===== src/hw/rtl/biou_pkg.sv =====
// Shared constants for the box IoU best-match block.
// No dependencies; imported by the core, biou_div, biou_checker and the testbench.
package biou_pkg;

	// Parameter defaults
	localparam int MAX_TRACKS_DEF  = 32;
	localparam int COORD_BITS_DEF  = 16;

	// Fixed field widths
	localparam int SLOT_BITS  = 5;
	localparam int COUNT_BITS = 6;
	localparam int IOU_BITS   = 16;

	localparam logic [IOU_BITS-1:0] IOU_MAX = '1;

	// Item mode codes
	localparam logic MODE_WRITE = 1'b0;
	localparam logic MODE_QUERY = 1'b1;

endpackage


===== src/hw/rtl/box_iou_best_match_core.sv =====
// Box IoU best match. A mode 0 beat writes its box into track slot "slot" and
// gives no result; the block stays ready. A mode 1 beat is a query: the
// block walks slots 0 .. min(entries_in_use, MAX_TRACKS)-1, computes each
// slot's IoU with the query box in unsigned Q0.16 (inclusive pixel
// coordinates), and returns the best slot; a slot replaces the running best,
// which starts at start_iou, only on a strictly greater IoU, so the lower
// slot wins a tie. One shared signed multiplier forms the query area, each
// slot's area and the intersection; one restoring divider gives one IoU bit
// a cycle. A query runs S_QAREA, then per slot S_READ, S_LOAD, S_MUL_B,
// S_MUL_I, S_UNION, S_DECIDE, S_DIVIDE if the IoU needs the divider (overlap
// present and below one) and S_UPDATE, then S_FINISH, which holds until any
// previous result beat is taken. item_ready is low for the whole query; a
// finished result waits in the output register while the block accepts new
// beats. The track table has no reset: query only slots that were written.
module box_iou_best_match_core
	import biou_pkg::*;
#(
	parameter int MAX_TRACKS = MAX_TRACKS_DEF,
	parameter int COORD_BITS = COORD_BITS_DEF
) (
	input  logic                         clk,
	input  logic                         arst_n,
	input  logic                         item_valid,
	output logic                         item_ready,
	input  logic                         mode,
	input  logic [SLOT_BITS-1:0]         slot,
	input  logic signed [COORD_BITS-1:0] left,
	input  logic signed [COORD_BITS-1:0] top,
	input  logic signed [COORD_BITS-1:0] right,
	input  logic signed [COORD_BITS-1:0] bottom,
	input  logic [COUNT_BITS-1:0]        entries_in_use,
	input  logic [IOU_BITS-1:0]          start_iou,
	output logic                         result_valid,
	input  logic                         result_ready,
	output logic [SLOT_BITS-1:0]         best_slot,
	output logic [IOU_BITS-1:0]          best_iou,
	output logic                         found
);

	localparam int CB   = COORD_BITS;
	localparam int AW   = (MAX_TRACKS > 1) ? $clog2(MAX_TRACKS) : 1;
	localparam int NW   = $clog2(MAX_TRACKS + 1);
	localparam int DW   = CB + 2;
	localparam int PW   = 2 * DW;
	localparam int UW   = PW + 2;
	localparam int EW   = 4 * CB;

	typedef enum logic [3:0] {
		S_IDLE,
		S_QAREA,
		S_READ,
		S_LOAD,
		S_MUL_B,
		S_MUL_I,
		S_UNION,
		S_DECIDE,
		S_DIVIDE,
		S_UPDATE,
		S_FINISH
	} state_t;

	state_t state_q;

	// Query box and walk state
	logic signed [CB-1:0] q_l_q, q_t_q, q_r_q, q_b_q;
	logic signed [DW-1:0] q_w_q, q_h_q;
	logic signed [DW-1:0] b_w_q, b_h_q, i_w_q, i_h_q;
	logic signed [PW-1:0] area_q_q, area_b_q, inter_q;
	logic signed [UW-1:0] uni_q;
	logic [NW-1:0]        n_q, idx_q;
	logic [IOU_BITS-1:0]  best_q, v_q;
	logic [SLOT_BITS-1:0] best_slot_q;
	logic                 found_q;

	logic accept;
	logic ram_we;
	logic [EW-1:0] rd_data;
	logic signed [CB-1:0] r_l, r_t, r_r, r_b;
	logic signed [CB-1:0] min_r, max_l, min_b, max_t;
	logic signed [DW-1:0] iw_raw, ih_raw;
	logic signed [DW-1:0] mul_x, mul_y;
	logic signed [PW-1:0] mul_p;
	logic uni_pos, inter_zero, inter_ge;
	logic div_start, div_done;
	logic [IOU_BITS-1:0] div_quo;

	assign item_ready = (state_q == S_IDLE);
	assign accept     = item_valid && item_ready;
	assign ram_we     = accept && (mode == MODE_WRITE) && (32'(slot) < 32'(MAX_TRACKS));

	// Track table
	biou_ram #(
		.WIDTH (EW),
		.DEPTH (MAX_TRACKS)
	) u_table (
		.clk     (clk),
		.wr_en   (ram_we),
		.wr_addr (AW'(slot)),
		.wr_data ({left, top, right, bottom}),
		.rd_en   (state_q == S_READ),
		.rd_addr (idx_q[AW-1:0]),
		.rd_data (rd_data)
	);

	assign r_l = rd_data[4*CB-1 -: CB];
	assign r_t = rd_data[3*CB-1 -: CB];
	assign r_r = rd_data[2*CB-1 -: CB];
	assign r_b = rd_data[CB-1:0];

	// Overlap edges of the query and the slot box
	assign min_r  = (q_r_q < r_r) ? q_r_q : r_r;
	assign max_l  = (q_l_q > r_l) ? q_l_q : r_l;
	assign min_b  = (q_b_q < r_b) ? q_b_q : r_b;
	assign max_t  = (q_t_q > r_t) ? q_t_q : r_t;
	assign iw_raw = DW'(min_r) - DW'(max_l) + DW'(1);
	assign ih_raw = DW'(min_b) - DW'(max_t) + DW'(1);

	// Shared multiplier operand select
	always_comb begin
		case (state_q)
			S_QAREA: begin
				mul_x = q_w_q;
				mul_y = q_h_q;
			end
			S_MUL_B: begin
				mul_x = b_w_q;
				mul_y = b_h_q;
			end
			default: begin
				mul_x = i_w_q;
				mul_y = i_h_q;
			end
		endcase
	end
	assign mul_p = mul_x * mul_y;

	// Classify the union and intersection before dividing
	assign uni_pos    = !uni_q[UW-1] && (uni_q != '0);
	assign inter_zero = (inter_q == '0);
	assign inter_ge   = (UW'(inter_q) >= uni_q);
	assign div_start  = (state_q == S_DECIDE) && uni_pos && !inter_zero && !inter_ge;

	biou_div #(
		.UW (UW)
	) u_div (
		.clk    (clk),
		.arst_n (arst_n),
		.start  (div_start),
		.num    (UW'(inter_q)),
		.den    (uni_q),
		.done   (div_done),
		.quo    (div_quo)
	);

	// Sequencer and result register
	always_ff @(posedge clk or negedge arst_n) begin
		if (!arst_n) begin
			state_q      <= S_IDLE;
			result_valid <= 1'b0;
			best_slot    <= '0;
			best_iou     <= '0;
			found        <= 1'b0;
		end else begin
			// Drop a taken result beat unless a new one replaces it
			if (result_valid && result_ready && (state_q != S_FINISH)) begin
				result_valid <= 1'b0;
			end
			case (state_q)
				S_IDLE: begin
					if (accept && (mode == MODE_QUERY)) begin
						state_q <= S_QAREA;
					end
				end
				S_QAREA:  state_q <= S_READ;
				S_READ:   state_q <= (idx_q == n_q) ? S_FINISH : S_LOAD;
				S_LOAD:   state_q <= S_MUL_B;
				S_MUL_B:  state_q <= S_MUL_I;
				S_MUL_I:  state_q <= S_UNION;
				S_UNION:  state_q <= S_DECIDE;
				S_DECIDE: state_q <= div_start ? S_DIVIDE : S_UPDATE;
				S_DIVIDE: begin
					if (div_done) begin
						state_q <= S_UPDATE;
					end
				end
				S_UPDATE: state_q <= S_READ;
				S_FINISH: begin
					// Hold until the previous result beat is gone
					if (!result_valid || result_ready) begin
						result_valid <= 1'b1;
						best_slot    <= best_slot_q;
						best_iou     <= best_q;
						found        <= found_q;
						state_q      <= S_IDLE;
					end else begin
						result_valid <= 1'b1;
					end
				end
				default: state_q <= S_IDLE;
			endcase
		end
	end

	// Datapath registers
	always_ff @(posedge clk) begin
		case (state_q)
			S_IDLE: begin
				if (accept) begin
					q_l_q       <= left;
					q_t_q       <= top;
					q_r_q       <= right;
					q_b_q       <= bottom;
					q_w_q       <= DW'(right) - DW'(left) + DW'(1);
					q_h_q       <= DW'(bottom) - DW'(top) + DW'(1);
					n_q         <= (32'(entries_in_use) > 32'(MAX_TRACKS)) ?
					               NW'(MAX_TRACKS) : NW'(entries_in_use);
					idx_q       <= '0;
					best_q      <= start_iou;
					best_slot_q <= '0;
					found_q     <= 1'b0;
				end
			end
			S_QAREA: area_q_q <= mul_p;
			S_LOAD: begin
				b_w_q <= DW'(r_r) - DW'(r_l) + DW'(1);
				b_h_q <= DW'(r_b) - DW'(r_t) + DW'(1);
				i_w_q <= iw_raw[DW-1] ? '0 : iw_raw;
				i_h_q <= ih_raw[DW-1] ? '0 : ih_raw;
			end
			S_MUL_B: area_b_q <= mul_p;
			S_MUL_I: inter_q <= mul_p;
			S_UNION: uni_q <= UW'(area_q_q) + UW'(area_b_q) - UW'(inter_q);
			S_DECIDE: begin
				// Empty union or no overlap scores zero; full overlap saturates
				if (!uni_pos || inter_zero) begin
					v_q <= '0;
				end else if (inter_ge) begin
					v_q <= IOU_MAX;
				end
			end
			S_DIVIDE: begin
				if (div_done) begin
					v_q <= div_quo;
				end
			end
			S_UPDATE: begin
				// Take the slot only on a strict win
				if (v_q > best_q) begin
					best_q      <= v_q;
					best_slot_q <= SLOT_BITS'(idx_q);
					found_q     <= 1'b1;
				end
				idx_q <= idx_q + NW'(1);
			end
			default: ;
		endcase
	end

endmodule


===== src/hw/rtl/biou_ram.sv =====
// Generic single-port-write, single-port-read RAM with registered read data.
// Depends on nothing; holds the track table of the box IoU block.
module biou_ram #(
	parameter int WIDTH = 64,
	parameter int DEPTH = 32,
	localparam int AW = (DEPTH > 1) ? $clog2(DEPTH) : 1
) (
	input  logic             clk,
	input  logic             wr_en,
	input  logic [AW-1:0]    wr_addr,
	input  logic [WIDTH-1:0] wr_data,
	input  logic             rd_en,
	input  logic [AW-1:0]    rd_addr,
	output logic [WIDTH-1:0] rd_data
);

	logic [WIDTH-1:0] mem_q [DEPTH];

	// Write one entry and read one entry into the registered rd_data
	always_ff @(posedge clk) begin
		if (wr_en) begin
			mem_q[wr_addr] <= wr_data;
		end
		if (rd_en) begin
			rd_data <= mem_q[rd_addr];
		end
	end

endmodule


===== src/hw/rtl/biou_div.sv =====
// Restoring divider, one quotient bit a cycle, for the IoU fraction.
// Depends on biou_pkg (IOU_BITS). Requires num < den, den positive.
module biou_div
	import biou_pkg::*;
#(
	parameter int UW = 38
) (
	input  logic                clk,
	input  logic                arst_n,
	input  logic                start,
	input  logic [UW-1:0]       num,
	input  logic [UW-1:0]       den,
	output logic                done,
	output logic [IOU_BITS-1:0] quo
);

	localparam int CW = $clog2(IOU_BITS + 1);

	logic          busy_q;
	logic          done_q;
	logic [CW-1:0] cnt_q;
	logic [UW-1:0] rem_q;
	logic [UW-1:0] den_q;
	logic [IOU_BITS-1:0] quo_q;

	logic [UW-1:0] rem_sh;
	logic          take;

	// Shift the remainder and try one subtraction
	assign rem_sh = {rem_q[UW-2:0], 1'b0};
	assign take   = (rem_sh >= den_q);

	// Step counter and done pulse
	always_ff @(posedge clk or negedge arst_n) begin
		if (!arst_n) begin
			busy_q <= 1'b0;
			done_q <= 1'b0;
			cnt_q  <= '0;
		end else begin
			done_q <= 1'b0;
			if (start) begin
				busy_q <= 1'b1;
				cnt_q  <= CW'(IOU_BITS);
			end else if (busy_q) begin
				cnt_q <= cnt_q - CW'(1);
				if (cnt_q == CW'(1)) begin
					busy_q <= 1'b0;
					done_q <= 1'b1;
				end
			end
		end
	end

	// Remainder and quotient
	always_ff @(posedge clk) begin
		if (start) begin
			rem_q <= num;
			den_q <= den;
			quo_q <= '0;
		end else if (busy_q) begin
			rem_q <= take ? (rem_sh - den_q) : rem_sh;
			quo_q <= {quo_q[IOU_BITS-2:0], take};
		end
	end

	assign done = done_q;
	assign quo  = quo_q;

endmodule


===== config.mk =====
export PLATFORM = sky130hd
export DESIGN_NAME = box_iou_best_match_core
export DESIGN_NICKNAME = d
export VERILOG_FILES = /design/src/hw/rtl/biou_pkg.sv /design/src/hw/rtl/box_iou_best_match_core.sv /design/src/hw/rtl/biou_ram.sv /design/src/hw/rtl/biou_div.sv
export SDC_FILE = /design/constraint.sdc
export NUM_CORES = 2
export LEC_CHECK = 0
export BUFFER_PORTS_ARGS = -buffer_cell sky130_fd_sc_hd__buf_4
export CAP_MARGIN = 20
export CORE_MARGIN = 3
export CORE_UTILIZATION = 45
export DETAILED_ROUTE_END_ITERATION = 8
export GPL_TIMING_DRIVEN = 0
export SYNTH_ARGS = -nofsm -noshare
export SYNTH_HDL_FRONTEND = slang
export SYNTH_SLANG_ARGS = --single-unit

===== constraint.sdc =====
create_clock -name clk -period 26.5 [get_ports clk]
set_input_delay 3.975 -clock clk [delete_from_list [all_inputs] [get_ports clk]]
set_output_delay 3.975 -clock clk [all_outputs]
set_load 0.01 [all_outputs]

==> results.sh <==
export IMPL_hold_class="flop to flop"
export IMPL_fin_ws_ns=16.22
export IMPL_yosysWarningCount=0
export IMPL_cp_common_cell="fa_1"
export IMPL_cap_violations=0
export IMPL_r2r_slack_ns=16.22
export IMPL_crit_required_ns=27.12
export IMPL_regToRegEndpoint="inter_q[35]$_DFFE_PP_"
export IMPL_globalRouteOverflowTotal=0
export IMPL_cts_tree="yes"
export IMPL_grt_pass1_wl_um=491000
export IMPL_top_layer_used="met5"
export IMPL_multi_input_area_um2=41000
export IMPL_synth_seq_cells=2603
export IMPL_finalSetupViolCount=0
export IMPL_status="finished, final reports clean"
export IMPL_hold_start="uni_q[13]$_DFFE_PP_"
export IMPL_maxSlewHeadroom_pct=18.3
export IMPL_post_dp_hpwl_um=249000
export IMPL_path_clk_slew_ns=0.06
export IMPL_grt_setup_unrepaired="no"
export IMPL_layout_nets=8856
export IMPL_vias=67500
export IMPL_cpMaxStageDelayCell="clkbuf_4"
export IMPL_whs_path_depth=0
export IMPL_gp_congestion=0.897
export IMPL_critical_path_class="flop to flop"
export IMPL_place_area_um2=131000
export IMPL_wl_met2_um=169000
export IMPL_critPathMaxFanout=45
export IMPL_cts_buffers=280
export IMPL_core_um2=269000
export IMPL_ioPinCount=120
export IMPL_wl_met1_um=140000
export IMPL_worstPathArrival_ns=10.90
export IMPL_fmax_mhz=97.3
export IMPL_syn_cell_area_um2=122000
export IMPL_cts_resized=0
export IMPL_stdcell_area_um2=140000
export IMPL_postSynthAreaPerCell_um2=16.7
export IMPL_htreeDepth=5
export IMPL_ctsLongestPathBuffers=4
export IMPL_nFillCells=21800
export IMPL_ys_async_sr_fraction_pct=1.31
export IMPL_worst_pin_slew_ns=1.22
export IMPL_ctsHoldBuffers=0
export IMPL_ys_seq_area_share_pct=63.5
export IMPL_antenna_left=0
export IMPL_finClkSkew_ns=0.121
export IMPL_start_util_pct=45.5
export IMPL_drc=0
export IMPL_track_usage_pct=24.7
export IMPL_r2r_start="state_q[1]$_DFFE_PN0P_"
export IMPL_place_ws_ns=16.17
export IMPL_critPathLaunchType="flop"
export IMPL_ctsRootBufferMaster="clkbuf_16"
export IMPL_synthToLayoutAreaGrowth_pct=14.5
export IMPL_finalHoldViolations=0
export IMPL_final_common_cell="edfxtp_1"
export IMPL_ys_types=79
export IMPL_reg2reg_depth=29
export IMPL_drt_pass1_iter_count=6
export IMPL_die_area_um2=279000
export IMPL_clk_latency_ns=0.93
export IMPL_syn_inst=7322
export IMPL_drive_above_1_share_pct=18.8
export IMPL_vias_per_cell=5.77
export IMPL_synth_edf_count=2553
export IMPL_period_needed_ns=10.28
export IMPL_register_area_um2=77800
export IMPL_avgRoutedWirePerCell_um=29.5
export IMPL_fin_tns_setup_ns=0
export IMPL_grt_pass1_vias=68200
export IMPL_dr_wl_met3_um=23400
export IMPL_grt_max_degree=55
export IMPL_timing_hold_worst_endpoint="u_div.den_q[13]$_DFFE_PP_"
export IMPL_antenna_found_initial=19
export IMPL_period_share_pct=38.8
export IMPL_post_cts_buffers=0
export IMPL_finish_utilization_pct=52.1
export IMPL_die_height_um=528
export IMPL_end_kind="flop"
export IMPL_die_w_um=528
export IMPL_drv_slew=0
export IMPL_num_rows=190
export IMPL_io_buffer_count=119
export IMPL_drt_initial_drc_count=7032
export IMPL_layout_common_cells="2553 x edfxtp_1, 796 x inv_1, 640 x mux4_2"
export IMPL_yosys_most_used_dff="edfxtp_1"
export IMPL_cts_sinks=2603
export IMPL_wl_um=344000
export IMPL_synth_net_count=8270
export IMPL_slowest_delay_ns=0.81
-- flip-flops by register name, indices dropped and copies added, names as in the netlist, 36 cells and up --
register         count
u_table.rd_data     64
inter_q             36
area_q_q            36
u_table.mem_q     2048
area_b_q            36
u_div.rem_q         37
uni_q               38
u_div.den_q         38
-- worst max-delay path: cells and delay by family, from the launching register on --
| kind | cells | cell delay (ns) |
|---|---|---|
| xor gates and xnor gates | 1 | 0.26 |
| AOI/OAI and AO/OA | 7 | 1.98 |
| adders and majority gates | 7 | 3.03 |
| DFF | 1 | 0.41 |
| buffers and inverters | 8 | 2.33 |
| and+or+nand+nor | 6 | 1.94 |
-- worst max-delay path by stage --
stage / cells past startpoint / to / slack (ns) / startpoint
3_3_place_gp: 6 / u_table.mem_q[8][60]$_DFFE_PP_ / 13.41 / item_valid
4_1_cts: 29 / inter_q[35]$_DFFE_PP_ / 16.13 / state_q[1]$_DFFE_PN0P_
3_5_place_dp: 29 / area_b_q[35]$_DFFE_PN_ / 16.17 / state_q[1]$_DFFE_PN0P_
5_1_grt: 29 / area_b_q[35]$_DFFE_PN_ / 15.80 / state_q[1]$_DFFE_PN0P_
2_1_floorplan: 30 / area_b_q[35]$_DFFE_PN_ / 18.03 / state_q[1]$_DFFE_PN0P_
6_report: 29 / inter_q[35]$_DFFE_PP_ / 16.22 / state_q[1]$_DFFE_PN0P_
-- final cells by class --
class | count | area share [%]
well taps | 3552 | 3.17
clock inverters | 154 | 1.02
flip-flops and latches | 2603 | 55.5
inverters | 799 | 2.14
repair buffers | 304 | 3.02
diodes | 10 | 0.0178
clock buffers | 344 | 5.24
plain buffers | 256 | 0.727
multi-input cells | 3664 | 29.2
-- synth_stat cells, types with 45 or more instances --
cell type | number | area [um^2]
fa_1 | 372 | 7450
o21ai_0 | 145 | 726
mux2i_1 | 64 | 641
nor3_1 | 50 | 250
nand2_1 | 374 | 1400
nand2b_1 | 45 | 282
nand3_1 | 53 | 265
and2_1 | 45 | 282
mux4_2 | 640 | 14400
clkbuf_1 | 207 | 777
nor2_1 | 420 | 1580
ha_1 | 480 | 6010
inv_1 | 797 | 2990
xnor2_1 | 122 | 1070
edfxtp_1 | 2553 | 76700
a21o_1 | 97 | 728
a21oi_1 | 204 | 1020
xor2_1 | 48 | 420
mux2_2 | 107 | 1200
-- through the flow --
step                      hold WS (ns)  instances
after floorplan                  0.426       7322
after global placement           0.458      11000
after detailed placement         0.451      11200
after CTS                        0.465      11700
after global routing             0.488      11700
final                            0.465      11700
-- cells by family after synthesis --
logic type	Yosys count	synth area share, %
muxes	811	13.3
and+or+nand+nor	1153	4.19
buffers and inverters	1055	3.25
DFF	2603	63.5
xor gates and xnor gates	170	1.22
adders and majority gates	852	11.0
AOI/OAI and AO/OA	678	3.55
-- routing by layer --
layer / vias to the layer above / global-route usage, %
met5: - / 0
met4: 4 / 8.53
met3: 530 / 3.48
met2: 2596 / 40.8
met1: 35500 / 33.8
li1: 28800 / -
Power is left out: the tool's default activity adds up to more than one toggle a clock period on the data nets, which glitch-free logic cannot reach.
